<file path="src/rbcm_pkg.sv">
// Shared types and constants for the rainbow colormap pipeline.
`timescale 1ns / 1ps

package rbcm_pkg;

	// Position scale: 3072 is 1.0, breakpoints sit at twelfths (multiples of 256)
	localparam logic signed [15:0] PosOne = 16'sd3072;
	localparam logic signed [16:0] PosTwo = 17'sd6144;
	localparam logic signed [15:0] Bp1    = 16'sd256;
	localparam logic signed [15:0] Bp3    = 16'sd768;
	localparam logic signed [15:0] Bp5    = 16'sd1280;
	localparam logic signed [15:0] Bp7    = 16'sd1792;
	localparam logic signed [15:0] Bp9    = 16'sd2304;
	localparam logic signed [15:0] Bp11   = 16'sd2816;

	// Slope coefficients, applied as (coef * x) >> 9
	localparam logic [7:0] CoefRed     = 8'd255;
	localparam logic [7:0] CoefGreenUp = 8'd165;
	localparam logic [7:0] CoefGreenLo = 8'd90;
	localparam logic [7:0] CoefGreenHi = 8'd128;
	localparam logic [7:0] CoefGreenDn = 8'd127;
	localparam logic [7:0] CoefBlue    = 8'd255;

	localparam logic [7:0]  ChanMax   = 8'd255;
	localparam int unsigned FracBits  = 9;
	localparam logic [17:0] RoundUp   = 18'd511;

	// How a channel value is formed from its slope term
	typedef enum logic [1:0] {
		MODE_ZERO = 2'd0,  // constant 0
		MODE_FULL = 2'd1,  // constant 255
		MODE_LIN  = 2'd2,  // truncated slope term
		MODE_INV  = 2'd3   // 255 minus rounded-up slope term
	} rbcm_mode_t;

	typedef struct packed {
		rbcm_mode_t  mode;
		logic [7:0]  coef;
		logic [9:0]  x;
	} rbcm_chan_t;

	typedef struct packed {
		rbcm_mode_t  mode;
		logic [16:0] sum;
	} rbcm_prod_t;

endpackage

</file>
<file path="src/rainbow_colormap_unit.sv">
// Top level: four-stage pipeline mapping a position to an RGB rainbow color.
`timescale 1ns / 1ps

// Maps a signed 16-bit position (3072 = 1.0, positions above 1.0 fold back as
// 2.0 minus the position) to 8-bit red, green and blue along a piecewise linear
// red-to-blue rainbow. One beat is accepted every clock while the output does
// not stall, and each result passes four register stages in order: fold,
// segment decode, slope multiply, output register. Backpressure on the output
// stalls only the occupied stages; in_ready is high whenever stage one is empty
// or can move forward in the same cycle. No state other than the pipeline.
module rainbow_colormap_unit (
	input  logic               clk,
	input  logic               arst_n,
	input  logic               in_valid,
	output logic               in_ready,
	input  logic signed [15:0] position,
	output logic               out_valid,
	input  logic               out_ready,
	output logic [7:0]         red,
	output logic [7:0]         green,
	output logic [7:0]         blue
);

	logic v_s1, v_s2, v_s3, v_s4;
	logic rdy_s1, rdy_s2, rdy_s3, rdy_s4;

	logic signed [15:0] p_s1;
	rbcm_pkg::rbcm_chan_t red_c_s2, green_c_s2, blue_c_s2;
	rbcm_pkg::rbcm_prod_t red_p_s3, green_p_s3, blue_p_s3;
	logic [7:0] red_s4, green_s4, blue_s4;

	logic signed [15:0] p_fold;
	rbcm_pkg::rbcm_chan_t red_c, green_c, blue_c;
	rbcm_pkg::rbcm_prod_t red_p, green_p, blue_p;
	logic [7:0] red_o, green_o, blue_o;

	// Stage advance: a stage takes a new beat when empty or when it drains
	assign rdy_s4   = !v_s4 || out_ready;
	assign rdy_s3   = !v_s3 || rdy_s4;
	assign rdy_s2   = !v_s2 || rdy_s3;
	assign rdy_s1   = !v_s1 || rdy_s2;
	assign in_ready = rdy_s1;

	// Fold positions above 1.0 back as 2.0 minus position
	always_comb begin
		if (position > rbcm_pkg::PosOne) begin
			p_fold = 16'(rbcm_pkg::PosTwo - 17'(position));
		end else begin
			p_fold = position;
		end
	end

	// Pick each channel's segment and its distance from the breakpoint
	always_comb begin
		red_c   = '{mode: rbcm_pkg::MODE_ZERO, coef: '0, x: '0};
		green_c = '{mode: rbcm_pkg::MODE_ZERO, coef: '0, x: '0};
		blue_c  = '{mode: rbcm_pkg::MODE_ZERO, coef: '0, x: '0};

		if (p_s1 < rbcm_pkg::Bp5) begin
			red_c.mode = rbcm_pkg::MODE_FULL;
		end else if (p_s1 < rbcm_pkg::Bp7) begin
			red_c.mode = rbcm_pkg::MODE_LIN;
			red_c.coef = rbcm_pkg::CoefRed;
			red_c.x    = 10'(rbcm_pkg::Bp7 - p_s1);
		end

		if (p_s1 < rbcm_pkg::Bp1) begin
			green_c.mode = rbcm_pkg::MODE_ZERO;
		end else if (p_s1 < rbcm_pkg::Bp3) begin
			green_c.mode = rbcm_pkg::MODE_LIN;
			green_c.coef = rbcm_pkg::CoefGreenUp;
			green_c.x    = 10'(p_s1 - rbcm_pkg::Bp1);
		end else if (p_s1 < rbcm_pkg::Bp5) begin
			green_c.mode = rbcm_pkg::MODE_INV;
			green_c.coef = rbcm_pkg::CoefGreenLo;
			green_c.x    = 10'(rbcm_pkg::Bp5 - p_s1);
		end else if (p_s1 < rbcm_pkg::Bp7) begin
			green_c.mode = rbcm_pkg::MODE_FULL;
		end else if (p_s1 < rbcm_pkg::Bp9) begin
			green_c.mode = rbcm_pkg::MODE_INV;
			green_c.coef = rbcm_pkg::CoefGreenHi;
			green_c.x    = 10'(p_s1 - rbcm_pkg::Bp7);
		end else if (p_s1 < rbcm_pkg::Bp11) begin
			green_c.mode = rbcm_pkg::MODE_LIN;
			green_c.coef = rbcm_pkg::CoefGreenDn;
			green_c.x    = 10'(rbcm_pkg::Bp11 - p_s1);
		end

		if (p_s1 < rbcm_pkg::Bp7) begin
			blue_c.mode = rbcm_pkg::MODE_ZERO;
		end else if (p_s1 < rbcm_pkg::Bp9) begin
			blue_c.mode = rbcm_pkg::MODE_LIN;
			blue_c.coef = rbcm_pkg::CoefBlue;
			blue_c.x    = 10'(p_s1 - rbcm_pkg::Bp7);
		end else begin
			blue_c.mode = rbcm_pkg::MODE_FULL;
		end
	end

	// Multiply by the slope; add the round-up bias on the MODE_INV green segments
	function automatic rbcm_pkg::rbcm_prod_t slope_mul(input rbcm_pkg::rbcm_chan_t c);
		rbcm_pkg::rbcm_prod_t r;
		logic [17:0] prod;
		prod   = 18'(c.coef) * 18'(c.x);
		r.mode = c.mode;
		if (c.mode == rbcm_pkg::MODE_INV) begin
			r.sum = 17'(prod + rbcm_pkg::RoundUp);
		end else begin
			r.sum = 17'(prod);
		end
		return r;
	endfunction

	assign red_p   = slope_mul(red_c_s2);
	assign green_p = slope_mul(green_c_s2);
	assign blue_p  = slope_mul(blue_c_s2);

	// Shift out the fraction and form the channel value
	function automatic logic [7:0] chan_out(input rbcm_pkg::rbcm_prod_t pr);
		logic [7:0] term;
		logic [7:0] v;
		term = pr.sum[rbcm_pkg::FracBits +: 8];
		case (pr.mode)
			rbcm_pkg::MODE_ZERO: v = '0;
			rbcm_pkg::MODE_FULL: v = rbcm_pkg::ChanMax;
			rbcm_pkg::MODE_LIN:  v = term;
			rbcm_pkg::MODE_INV:  v = rbcm_pkg::ChanMax - term;
			default:             v = '0;
		endcase
		return v;
	endfunction

	assign red_o   = chan_out(red_p_s3);
	assign green_o = chan_out(green_p_s3);
	assign blue_o  = chan_out(blue_p_s3);

	// Valid bits travel with the beats
	always_ff @(posedge clk or negedge arst_n) begin
		if (!arst_n) begin
			v_s1 <= 1'b0;
			v_s2 <= 1'b0;
			v_s3 <= 1'b0;
			v_s4 <= 1'b0;
		end else begin
			if (rdy_s1) v_s1 <= in_valid;
			if (rdy_s2) v_s2 <= v_s1;
			if (rdy_s3) v_s3 <= v_s2;
			if (rdy_s4) v_s4 <= v_s3;
		end
	end

	// Payload registers: load on advance, hold while stalled
	always_ff @(posedge clk) begin
		if (in_valid && rdy_s1) begin
			p_s1 <= p_fold;
		end
		if (v_s1 && rdy_s2) begin
			red_c_s2   <= red_c;
			green_c_s2 <= green_c;
			blue_c_s2  <= blue_c;
		end
		if (v_s2 && rdy_s3) begin
			red_p_s3   <= red_p;
			green_p_s3 <= green_p;
			blue_p_s3  <= blue_p;
		end
		if (v_s3 && rdy_s4) begin
			red_s4   <= red_o;
			green_s4 <= green_o;
			blue_s4  <= blue_o;
		end
	end

	assign out_valid = v_s4;
	assign red       = red_s4;
	assign green     = green_s4;
	assign blue      = blue_s4;

endmodule

</file>
<file path="config.mk">
export PLATFORM = sky130hd
export DESIGN_NAME = rainbow_colormap_unit
export DESIGN_NICKNAME = d
export VERILOG_FILES = /design/src/rbcm_pkg.sv /design/src/rainbow_colormap_unit.sv
export SDC_FILE = /design/constraint.sdc
export NUM_CORES = 1
export LEC_CHECK = 0
export ABC_AREA = 1
export BUFFER_PORTS_ARGS = -buffer_cell sky130_fd_sc_hd__buf_4
export CORE_ASPECT_RATIO = 1.1
export CORE_UTILIZATION = 35
export CTS_CLUSTER_SIZE = 12
export DETAILED_ROUTE_END_ITERATION = 6
export MAX_ROUTING_LAYER = met4
export PLACE_DENSITY = 0.54
export SETUP_SLACK_MARGIN = 0.02
export SLEW_MARGIN = 5
export SYNTH_ARGS = -nofsm -noshare
export SYNTH_HDL_FRONTEND = slang
export SYNTH_SLANG_ARGS = --single-unit
</file>
<file path="constraint.sdc">
create_clock -name clk -period 6.4 [get_ports clk]
set_input_delay 0.96 -clock clk [delete_from_list [all_inputs] [get_ports clk]]
set_output_delay 0.96 -clock clk [all_outputs]
set_load 0.02 [all_outputs]
</file>
# ---- Word-level counts from Yosys, hierarchy flattened
# Cells that the tools add are included.
dict set report op_classes {
  eq_ne 12
  n_mul 3
  magnitude_cmp 7
  addsub 12
  n_reduce_logical 18
  n_bitwise 2
  n_mux 16
}
# operator n
set op_table {}
lappend op_table {{$mux 20} 5}
lappend op_table {{$pmux 8 s4} 3}
lappend op_table {{$add 17x9->17 const B} 3}
lappend op_table {{$mul 8x10->17} 3}
lappend op_table {{$mux 17} 3}
lappend op_table {{$mux 18} 2}
lappend op_table {{$lt 16x12->1 const B} 2}
lappend op_table {{$lt 16x13->1 const B} 2}
lappend op_table {{$sub 8x8->8 const A} 3}
lappend op_table {{$sub 9x10->10 const A} 2}
lappend op_table {{$eq 2x2->1 const B} 9}
lappend op_table {{$gt 16x13->1 const B} 1}
lappend op_table {{$lt 16x10->1 const B} 1}
lappend op_table {{$lt 16x11->1 const B} 1}
lappend op_table {{$mux 16} 1}
lappend op_table {{$sub 14x16->16 const A} 1}
lappend op_table {{$sub 10x10->10 const A} 1}
lappend op_table {{$sub 10x10->10 const B} 1}
lappend op_table {{$sub 10x9->10 const B} 1}
lappend op_table {{$eq 2x1->1 const B} 3}
lappend op_table {{$logic_not 2->1} 3}
lappend op_table {{$reduce_or 2->1} 3}
lappend op_table {{$logic_and 1x1->1} 4}
lappend op_table {{$logic_not 1->1} 4}
lappend op_table {{3 further kinds} 8}
dict set report word_totals {
  input_bits 20
  reg_bits 161
  word_cells 95
}

# ---- Logic depth before layout (Yosys ltp)
# Gate-level depths: netlist of run 1.
dict set report logic_depth {
  depth_word 6
  ltp_mapped 31
  ltp_nobuf 30
}

# ---- Worst setup path before layout of run 1
# OpenSTA, ideal clock, no wires.
dict set report synth_path {
  path_type {register -> register}
  startpoint {register red_c_s2[16] in the netlist's numbering}
  endpoint {register red_p_s3[14] in the netlist's numbering (data pin)}
  path_slack_ps 1541
  path_buffers 1
  synth_period_minus_slack_ps 4859
  path_stages_with_launch 24
  setup_time_ps 258
  arrival_ps 4601
  path_cell_list {edfxtp_1 > clkbuf_1 > nand2_1 > inv_1 > fa_1 > inv_1 > fa_1 > inv_1 > fa_1 > inv_1 > fa_1 > inv_1 > ha_1 > nand2_1 > inv_1 > nand2_1 > nand3_1 > nand2_1 > nand2_1 > nor2_4 > nand3_1 > nor2_2 > nand2_1 > xor2_1}
}
# item line_no
set synth_rtl {}
lappend synth_rtl {{start: declaration} rainbow_colormap_unit.sv:28} ;# rbcm_pkg::rbcm_chan_t red_c_s2, green_c_s2, blue_c_s2;
lappend synth_rtl {{start signal: assignment} rainbow_colormap_unit.sv:158} ;# red_c_s2 <= red_c;
lappend synth_rtl {{end signal: assignment} rainbow_colormap_unit.sv:163} ;# red_p_s3 <= red_p;
lappend synth_rtl {{end: declaration} rainbow_colormap_unit.sv:29} ;# rbcm_pkg::rbcm_prod_t red_p_s3, green_p_s3, blue_p_s3;

==> impl_metrics.tcl, run 1 <==
set metrics [dict create \
    outcome "complete, no violations" \
    stdcell_count 2032 \
    clkSlewWorstSetupHoldPaths_ps 70 \
    dp.cells 2000 \
    power_frac_comb_pct 58.2 \
    cp_num_buf_inv 7 \
    rsz0062_at_grt "no" \
    layout.nets 1828 \
    io_pins 46 \
    crit_chain "nand2_1 > inv_1 > fa_1 > inv_1 > fa_1 > inv_1 > fa_1 > inv_1 > fa_1 > inv_1 > ha_1 > nand2_1 > nor2_1 > nand2_1 > nand2_1 > xor2_1 > inv_1 > nor2_1 > nand4_1 > nand2_1 > inv_1" \
    synth-compound-area-share_pct 5.18 \
    dieArea_um2 35700 \
    tns_ps 0 \
    fp-row-count 71 \
    cts_setup_buffers 0 \
    pwr-share-seq_pct 23.5 \
    yosys.area_share.simple_pct 19.8 \
    initialDrtViolationCount 273 \
    grt_overflow 0 \
    htreeDepth 4 \
    drive_above_1_share_pct 6.21 \
    holdBufCountCts 0 \
    synth_xor_area_share_pct 3.65 \
    grt_pass1_wl_mm 39.6 \
    finalMaxSlewViolations 0 \
    max_freq_ghz 0.192 \
    grt_pass1_vias 8653 \
    synth_mux_area_share_pct 0 \
    skew_ps 16.4 \
    worst_skew_pair.late_latency_ps 430 \
    die_w_um 180 \
    worstHoldPathType "input pin to asynchronous set/reset pin" \
    cts.repair.resized 0 \
    intPower_mw 2.60 \
    swShare_pct 46.5 \
    met1_usage_pct 17.1 \
    core-area_um2 34300 \
    placed_cell_area_um2 13100 \
    gp_congestion 0.882 \
    yosys_warnings 0 \
    syn_avg_cell_area_um2 8.03 \
    clkSinkCount 113 \
    path_max_fanout 13 \
    io_buffers 45 \
    antenna_left 0 \
    track_usage_pct 14.2 \
    yosys.area_share.adder_pct 30.2 \
    globalRouteMet2Util_pct 24.8 \
    num_antenna_cells 0 \
    cts_buffers 17 \
    ys_ff_latch 113 \
    crit_arrival_ps 5380 \
    top_usage_layer "met2" \
    grt_start_max_net_pins 40 \
    end_kind "flip-flop" \
    worstPathRequired_ps 6580 \
    crit_slowest_cell "fa_1" \
    cts_buffer_depth 2 \
    synth_edf_count 109 \
    dp_slack_ps 1160 \
    yosysMostFrequentCell "inv_1" \
    first_pass_iters 5 \
    drc 0 \
    fin_area_um2 13600 \
    max_slew_margin_pct 62.7 \
    p_clk_share_pct 18.3 \
    drt_wl_total_mm 23.3 \
    finalCritPeriodShare_pct 81.3 \
    cts_root_buffer "clkbuf_16" \
    power_leakage_nw 7.52 \
    p_per_area_nw_per_um2 356 \
    initial_core_util_pct 35.6 \
    syn_area_um2 12200 \
    syn_inst 1522 \
    power_switching_mw 2.25 \
    path_class "flip-flop to flip-flop" \
    ys_seq_area_share_pct 27.6 \
    routedWlPerCell_um 11.4 \
    antenna_found_initial 0 \
    die_y_um 198 \
    finalSetupViolations 0 \
    maxCapViolCount 0 \
    max_stage_delay_ps 620 \
    vias 8846 \
    synth_top_family_by_area "adder cells" \
    synth_largest_area_cell "edfxtp_1" \
    cp_top_family "adder cells" \
    fin_crit_ps 5200 \
    yosys_most_used_dff "edfxtp_1" \
    detailed_place_hpwl_mm 20.0 \
    tightest_slew_ps 557 \
    cp_common_cell "inv_1" \
    ys_top_cells_by_area "edfxtp_1, fa_1, inv_1, ha_1, nand2_1" \
    synthDistinctLibCells 38 \
    async_flop_share_pct 3.54 \
    vdd_ir_drop_max_uv 204 \
    postLayoutSetupSlackWorst_ps 1200 \
    synth_nets 1769 \
    yosysTopAreaCellShare_pct 26.8 \
    synth_common_cells "inv_1, nand2_1, nor2_1, fa_1, ha_1" \
    startpoint_type "flip-flop" \
    hold_viol 0 \
    via_per_inst 4.35 \
    global_route.usage.met3_pct 2.15 \
    cts_tree "built" \
    syn2layout_area_growth_pct 11.7 \
]
[flip-flops by register name (all words and copies together) (netlist names)]
signal	count
blue	8
blue_c_s2	12
blue_p_s3	10
green	8
green_c_s2	15
green_p_s3	10
out_valid	1
p_s1	16
red	8
red_c_s2	12
red_p_s3	10
v_s1	1
v_s2	1
v_s3	1
[metal layers]
| metal | wire, µm | up-vias | part of all wire, % |
|---|---|---|---|
| met3 | 515 | 14 | 2.2 |
| met1 | 11000 | 3999 | 47 |
| met4 | 231 | 0 | 0.99 |
| met2 | 11500 | 82 | 50 |
| met5 | 0 | - | 0 |
| li1 | - | 4751 | - |
[kinds of logic (layout without fill, tap and decap cells)]
kind of cell               Yosys count  count (layout)
AOI/OAI and AO/OA                  111             111
and+or+nand+nor                    583             583
DFF                                113             113
adders and majority gates          227             227
xor gates and xnor gates            50              50
buffers and inverters              438             510
[layout make-up]
type | instances | area (µm²)
fillers | 3506 | 20600
multi-input cells | 971 | 7200
flip-flops and latches | 113 | 3370
inverters | 429 | 1610
well taps | 438 | 548
clock buffers | 17 | 425
repair buffers | 49 | 368
clock inverters | 15 | 123
[layout by cell type, fill, tap and decap left out, types with 2 or more instances in the layout]
| master | n |
|---|---|
| inv_1 | 427 |
| nand2_1 | 337 |
| nor2_1 | 121 |
| fa_1 | 114 |
| ha_1 | 113 |
| edfxtp_1 | 109 |
| nand3_1 | 71 |
| buf_4 | 49 |
| o21ai_0 | 48 |
| xor2_1 | 42 |
| a21oi_1 | 32 |
| nand4_1 | 18 |
| clkbuf_16 | 17 |
| nand3b_1 | 9 |
| nor3_1 | 9 |
| xnor2_1 | 7 |
| o21bai_1 | 7 |
| inv_6 | 7 |
| o211ai_1 | 6 |
| nor2_2 | 5 |
| a21o_1 | 4 |
| o21a_1 | 4 |
| dfrtp_1 | 4 |
| nand2_2 | 3 |
| and2_1 | 3 |
| o22ai_1 | 3 |
| clkinvlp_4 | 3 |
| or2_2 | 2 |
| a21boi_0 | 2 |
| a21oi_2 | 2 |
| nor3b_1 | 2 |
| o21ai_2 | 2 |
| clkinv_2 | 2 |
| clkinv_4 | 2 |
[metrics by stage]
stage / hold slack [ps] / util, % / total power [mW]
after floorplan: 426 / - / 3.41
after global placement: 454 / 38.2 / 3.98
after global routing: 296 / 39.8 / 5.44
after detailed placement: 461 / 38.2 / 4.01
after CTS: 292 / 39.8 / 4.93
final: 314 / 39.8 / 4.85
[worst paths after layout]
check	start	endpoint	slack, ps	depth (start not counted)
min	arst_n	out_valid	310	1
max	blue_c_s2[16]	blue_p_s3[15]	1200	21
min reg2reg	v_s2	v_s3	470	2
max in group asynchronous	arst_n	v_s1	5970	1
min in group clk	v_s2	v_s3	470	2
max reg2reg	blue_c_s2[16]	blue_p_s3[15]	1200	21
[power groups by stage]
stage | sequential [mW] | combinational (mW) | clock, mW
after floorplan | 1.19 | 2.22 | 0
after global placement | 1.15 | 2.83 | 0
after detailed placement | 1.16 | 2.85 | 0
after CTS | 1.14 | 2.87 | 0.913
after global routing | 1.16 | 3.34 | 0.940
final | 1.14 | 2.82 | 0.888
Note: power is estimated with default switching activity, not from simulation.
==> run 2: changes to the inputs <==
==> constraint.sdc (replaced) <==
create_clock -name clk -period 5.3 [get_ports clk]
set_input_delay 0.795 -clock clk [delete_from_list [all_inputs] [get_ports clk]]
set_output_delay 0.795 -clock clk [all_outputs]
set_load 0.02 [all_outputs]
==> run 2 against run 1 <==
Worst hold slack got worse by 170 ps. Clock power increased by 25%. Clock skew decreased by 7.9 ps. Setup slack got worse by 970 ps. Sequential power increased by 20%. Core utilization increased by 0.70 points. Count of clock-buffer cells in the layout unchanged. Global-route usage increased by 0.31 points. First-iteration DRC count increased by 42%. Cell count increased by 0.79%. Routed wire length increased by 2.3%.
==> impl_metrics.tcl, run 2 (synthesized netlist as in run 1, its figures left out) <==
set metrics [dict create \
    clkSinkCount 113 \
    grt_start_max_net_pins 40 \
    tightest_slew_ps 615 \
    outcome "complete, no violations" \
    postLayoutSetupSlackWorst_ps 227 \
    finalMaxSlewViolations 0 \
    grt_pass1_vias 8862 \
    fp-row-count 71 \
    routedWlPerCell_um 11.6 \
    stdcell_count 2048 \
    startpoint_type "flip-flop" \
    cts_root_buffer "clkbuf_16" \
    finalSetupViolations 0 \
    first_pass_iters 5 \
    drc 0 \
    dp_slack_ps 102 \
    register_area_um2 3370 \
    maxCapViolCount 0 \
    initial_core_util_pct 35.6 \
    drive_above_1_share_pct 8.94 \
    cp.depth 23 \
    finalCritPeriodShare_pct 95.7 \
    fin_util_pct 40.5 \
    power_switching_mw 2.83 \
    track_usage_pct 14.5 \
    max_freq_ghz 0.197 \
    whs_ps 147 \
    cts_buffer_depth 2 \
    multi_input_area_um2 7310 \
    power_frac_comb_pct 58.8 \
    layout_common_cells "inv_1, nand2_1, fa_1, nor2_1, ha_1" \
    crit_arrival_ps 5260 \
    htreeDepth 4 \
    rsz0062_at_grt "yes" \
    end_kind "flip-flop" \
    largest_reg_flops 16 \
    clkSlewWorstSetupHoldPaths_ps 60 \
    power.total_mw 6.03 \
    crit_chain "clkbuf_2 > nand2_1 > inv_1 > fa_1 > inv_1 > fa_1 > inv_1 > fa_1 > inv_1 > fa_1 > inv_1 > ha_1 > nand2_1 > nor2_4 > nand3_1 > nand4_1 > nand2_1 > inv_1 > nand2_1 > nor2_2 > nand2_1 > nand2_1 > nand2_1" \
    grt_pass1_wl_mm 40.6 \
    max_stage_delay_ps 580 \
    worst_skew_pair.late_latency_ps 430 \
    dieArea_um2 35700 \
    io_pins 46 \
    max_slew_margin_pct 58.9 \
    reg2regPathDepth 23 \
    io_buffers 45 \
    cp_common_cell "nand2_1" \
    path_class "flip-flop to flip-flop" \
    detailed_place_hpwl_mm 20.3 \
    p_per_area_nw_per_um2 434 \
    dp.cells 2005 \
    p_clk_share_pct 18.4 \
    antenna_found_initial 0 \
    intPower_mw 3.20 \
    cp_num_buf_inv 7 \
    cp_top_family "adder cells" \
    num_antenna_cells 0 \
    vias 8960 \
    fillers 3502 \
    grt_overflow 0 \
    path_max_fanout 6 \
    die_w_um 180 \
    drt_wl_total_mm 23.8 \
    reg.largest.list "p_s1: 16 flops, green_c_s2: 15 flops" \
    vdd_ir_drop_max_uv 235 \
    pwr-share-seq_pct 22.8 \
    skew_ps 8.49 \
    power_leakage_nw 7.61 \
    antenna_left 0 \
    syn2layout_area_growth_pct 13.6 \
    layout_commonest_cell "inv_1" \
    initialDrtViolationCount 387 \
    cts_buffers 17 \
    core-area_um2 34300 \
    worstHoldPathType "input pin to asynchronous set/reset pin" \
    via_per_inst 4.38 \
    fin_crit_ps 5070 \
    die_y_um 198 \
    layout.nets 1844 \
    holdBufCountCts 0 \
    crit_slowest_cell "fa_1" \
    cts_tree "built" \
    gp_congestion 0.900 \
    regMostFlops "p_s1" \
    swShare_pct 46.9 \
    worstPathRequired_ps 5490 \
    hold_viol 0 \
]
## run 2: cell types whose count changed in the layout (fill, tap and decap cells not counted), moves of 3 or more
| cell | previous run | this run |
|---|---|---|
| nor2_2 | 5 | 10 |
| inv_8 | 1 | 6 |
| nand2_1 | 337 | 324 |
| nand2_2 | 3 | 16 |
| nor2_1 | 121 | 113 |
| buf_4 | 49 | 64 |
| nor2_4 | 1 | 4 |
## run 2: power groups by stage
stage	Combinational, mW	Sequential (mW)	Clock (mW)
2_1_floorplan	2.68	1.44	0
3_3_place_gp	3.42	1.39	0
3_5_place_dp	3.45	1.40	0
4_1_cts	3.48	1.38	1.14
5_1_grt	4.16	1.40	1.18
6_report	3.54	1.37	1.11
## run 2: cell type report
type	instances	area share, %
multi-input cells	971	52.6
repair buffers	65	3.50
well taps	438	3.95
inverters	429	11.6
clock inverters	15	1.00
clock buffers	17	3.06
flip-flops and latches	113	24.3
## run 2: timing repair
item,in CTS,in global routing
buffers inserted,0,11
resized for setup,0,33
endpoints found under the hold margin,0,0
endpoints found under the setup margin,0,15
## run 2: path summary, 6_finish.rpt
| path | endpoint | slack [ps] | start |
|---|---|---|---|
| setup / recovery | red_p_s3[15] | 230 | red_c_s2[16] |
| hold / removal | out_valid | 150 | arst_n |
| setup reg to reg | red_p_s3[15] | 230 | red_c_s2[16] |
| hold reg to reg | v_s2 | 470 | v_s1 |
| max in group asynchronous | v_s1 | 5040 | arst_n |
| min in group clk | v_s2 | 470 | v_s1 |
## run 2: metal layers
| layer | part of all wire, % | GRT usage (%) | vias to the layer above |
|---|---|---|---|
| met3 | 2.0 | 2.21 | 19 |
| met5 | 0 | - | - |
| met1 | 47 | 17.5 | 4066 |
| li1 | - | - | 4793 |
| met2 | 50 | 25.4 | 82 |
| met4 | 1.2 | 3.51 | 0 |
## run 2: stage by stage
step / area, µm² / setup TNS (ps)
3_5_place_dp: 13100 / 0
3_3_place_gp: 13100 / 0
6_report: 13900 / 0
4_1_cts: 13700 / 0
2_1_floorplan: 12200 / 0
5_1_grt: 13900 / -23.1
## run 2: worst reg2reg max path, stage by stage (launching register included)
cell and delay (ps):
edfxtp_1 480, clkbuf_2 190, nand2_1 110, inv_1 140, fa_1 580, inv_1 90, fa_1 540, inv_1 50
fa_1 530, inv_1 60, fa_1 530, inv_1 40, ha_1 360, nand2_1 160, nor2_4 140, nand3_1 150
nand4_1 120, nand2_1 110, inv_1 100, nand2_1 70, nor2_2 140, nand2_1 70, nand2_1 50, nand2_1 40
==> run 3: changes to the inputs <==
--- a/config.mk
+++ b/config.mk
@@ -8,6 +8,7 @@
 export ABC_AREA = 1
 export BUFFER_PORTS_ARGS = -buffer_cell sky130_fd_sc_hd__buf_4
 export CORE_ASPECT_RATIO = 1.1
+export CORE_MARGIN = 1.5
 export CORE_UTILIZATION = 35
 export CTS_CLUSTER_SIZE = 12
 export DETAILED_ROUTE_END_ITERATION = 6
==> run 3 against run 2 <==
Core utilization rose by 0.12 points. Combinational power rose by 1%. Die area rose by 1.1%. Via count rose by 0.77%. Routed wire length rose by 1.6%. Sequential power barely moved. Fmax rose by 1.0%. Largest cell class unchanged.
==> impl_metrics.tcl, run 3 (synthesized netlist as in run 1, its figures left out) <==
set metrics [dict create \
    outcome "complete, no violations" \
    worstHoldPathType "input pin to asynchronous set/reset pin" \
    num_antenna_cells 0 \
    layout_commonest_cell "inv_1" \
    cts_root_buffer "clkbuf_16" \
    power_leakage_nw 7.63 \
    die_y_um 199 \
    dp.cells 2005 \
    crit_chain "clkbuf_2 > nand2_1 > inv_1 > fa_1 > fa_1 > fa_1 > inv_1 > fa_1 > inv_1 > ha_1 > inv_1 > o21bai_1 > nor2_1 > nand2_1 > nand2_1 > nand2_1 > inv_1 > nor3_1 > nand2_1 > nand2_1 > inv_1" \
    antenna_left 0 \
    cts_tree "built" \
    htreeDepth 4 \
    fin_crit_ps 5020 \
    grt_overflow 0 \
    skew_ps 14.4 \
    p_per_area_nw_per_um2 439 \
    grt_start_max_net_pins 40 \
    multi_input_area_um2 7310 \
    clkSinkCount 113 \
    io_pins 46 \
    fp-row-count 71 \
    cts_buffers 17 \
    fin_util_pct 40.6 \
    worstPathRequired_ps 5490 \
    stdcell_count 2050 \
    core-area_um2 34300 \
    drive_above_1_share_pct 9.06 \
    path_max_fanout 6 \
    end_kind "flip-flop" \
    first_pass_iters 5 \
    max_freq_ghz 0.199 \
    layout.nets 1846 \
    reg.largest.list "p_s1: 16 flops, green_c_s2: 15 flops" \
    grt_pass1_wl_mm 41.1 \
    crit_slowest_cell "fa_1" \
    initialDrtViolationCount 375 \
    drc 0 \
    routedWlPerCell_um 11.8 \
    crit_arrival_ps 5210 \
    holdBufCountCts 0 \
    register_area_um2 3370 \
    finalMaxSlewViolations 0 \
    vias 9029 \
    io_buffers 45 \
    grt_pass1_vias 9020 \
    die_w_um 181 \
    layout_common_cells "inv_1, nand2_1, nor2_1, fa_1, ha_1" \
    antenna_found_initial 0 \
    tightest_slew_ps 548 \
    dieArea_um2 36000 \
    rsz0062_at_grt "yes" \
    cts_buffer_depth 2 \
    via_per_inst 4.40 \
    track_usage_pct 14.5 \
    largest_reg_flops 16 \
    worst_skew_pair.late_latency_ps 430 \
    path_class "flip-flop to flip-flop" \
    detailed_place_hpwl_mm 20.3 \
    max_stage_delay_ps 560 \
    syn2layout_area_growth_pct 14.0 \
    fillers 3468 \
    startpoint_type "flip-flop" \
    hold_viol 0 \
    clkSlewWorstSetupHoldPaths_ps 70 \
    finalSetupViolations 0 \
    whs_ps 144 \
    gp_congestion 0.888 \
    maxCapViolCount 0 \
    drt_wl_total_mm 24.2 \
    initial_core_util_pct 35.6 \
    finalCritPeriodShare_pct 94.7 \
    max_slew_margin_pct 63.3 \
    vdd_ir_drop_max_uv 241 \
    regMostFlops "p_s1" \
]
-- run 3: cell count changes in the layout (fill, tap and decap cells not counted), sizes merged --
cell / change
bufinv: +1
clkinv: +3
clkinvlp: -2
inv: -2
buf: +2
-- run 3: layout make-up --
type	instances	share of cell area [%]
Clock buffer	17	3.05
Timing Repair Buffer	67	3.57
Sequential cell	113	24.2
Tap cell	438	3.93
Inverter	429	11.6
Clock inverter	15	1.18
Multi-Input combinational cell	971	52.5
-- run 3: power breakdown --
| part | internal (mW) | switching, mW | leakage [nW] | total [mW] |
|---|---|---|---|---|
| Clock | 0.666 | 0.487 | 0.287 | 1.15 |
| Combinational | 1.32 | 2.26 | 6.22 | 3.58 |
| Sequential | 1.29 | 0.0858 | 1.12 | 1.38 |
-- run 3: metrics by stage --
stage	total power, mW	setup TNS (ps)	cell area, µm²	setup WS [ps]
final	6.11	0	13900	279
after global routing	6.82	-42.2	13900	-24.6
after CTS	6.04	0	13700	95.6
after detailed placement	4.85	0	13100	100
after global placement	4.82	0	13100	149
after floorplan	4.12	0	12200	441
-- run 3: critical path, delay by kind of cell (launching register included) --
kind	cells	cell delay (ps)
DFF	1	510
adders and majority gates	5	2420
and+or+nand+nor	8	1050
buffers and inverters	7	620
AOI/OAI and AO/OA	1	190
-- run 3: timing repair --
action | in CTS | in global routing
buffers inserted | 0 | 13
endpoints found under the setup margin | 0 | 17
gates resized for setup | 0 | 34
-- run 3: per-layer routing --
layer,global-route usage (%),vias to the layer above,wire length [µm]
li1,-,4785,-
met1,17.2,4126,11400
met2,25.8,95,11900
met3,2.07,23,498
met4,4.10,0,347
met5,-,-,0
-- run 3: path summary, 6_finish.rpt --
check | startpoint | endpoint | slack [ps] | cells past startpoint
min in group clk | v_s3 | out_valid | 460 | 2
worst max-delay path | green_c_s2[14] | green_p_s3[13] | 280 | 21
max in group asynchronous | arst_n | v_s1 | 5040 | 1
worst min-delay path | arst_n | out_valid | 140 | 1
worst max register to register | green_c_s2[14] | green_p_s3[13] | 280 | 21
worst min register to register | v_s3 | out_valid | 460 | 2
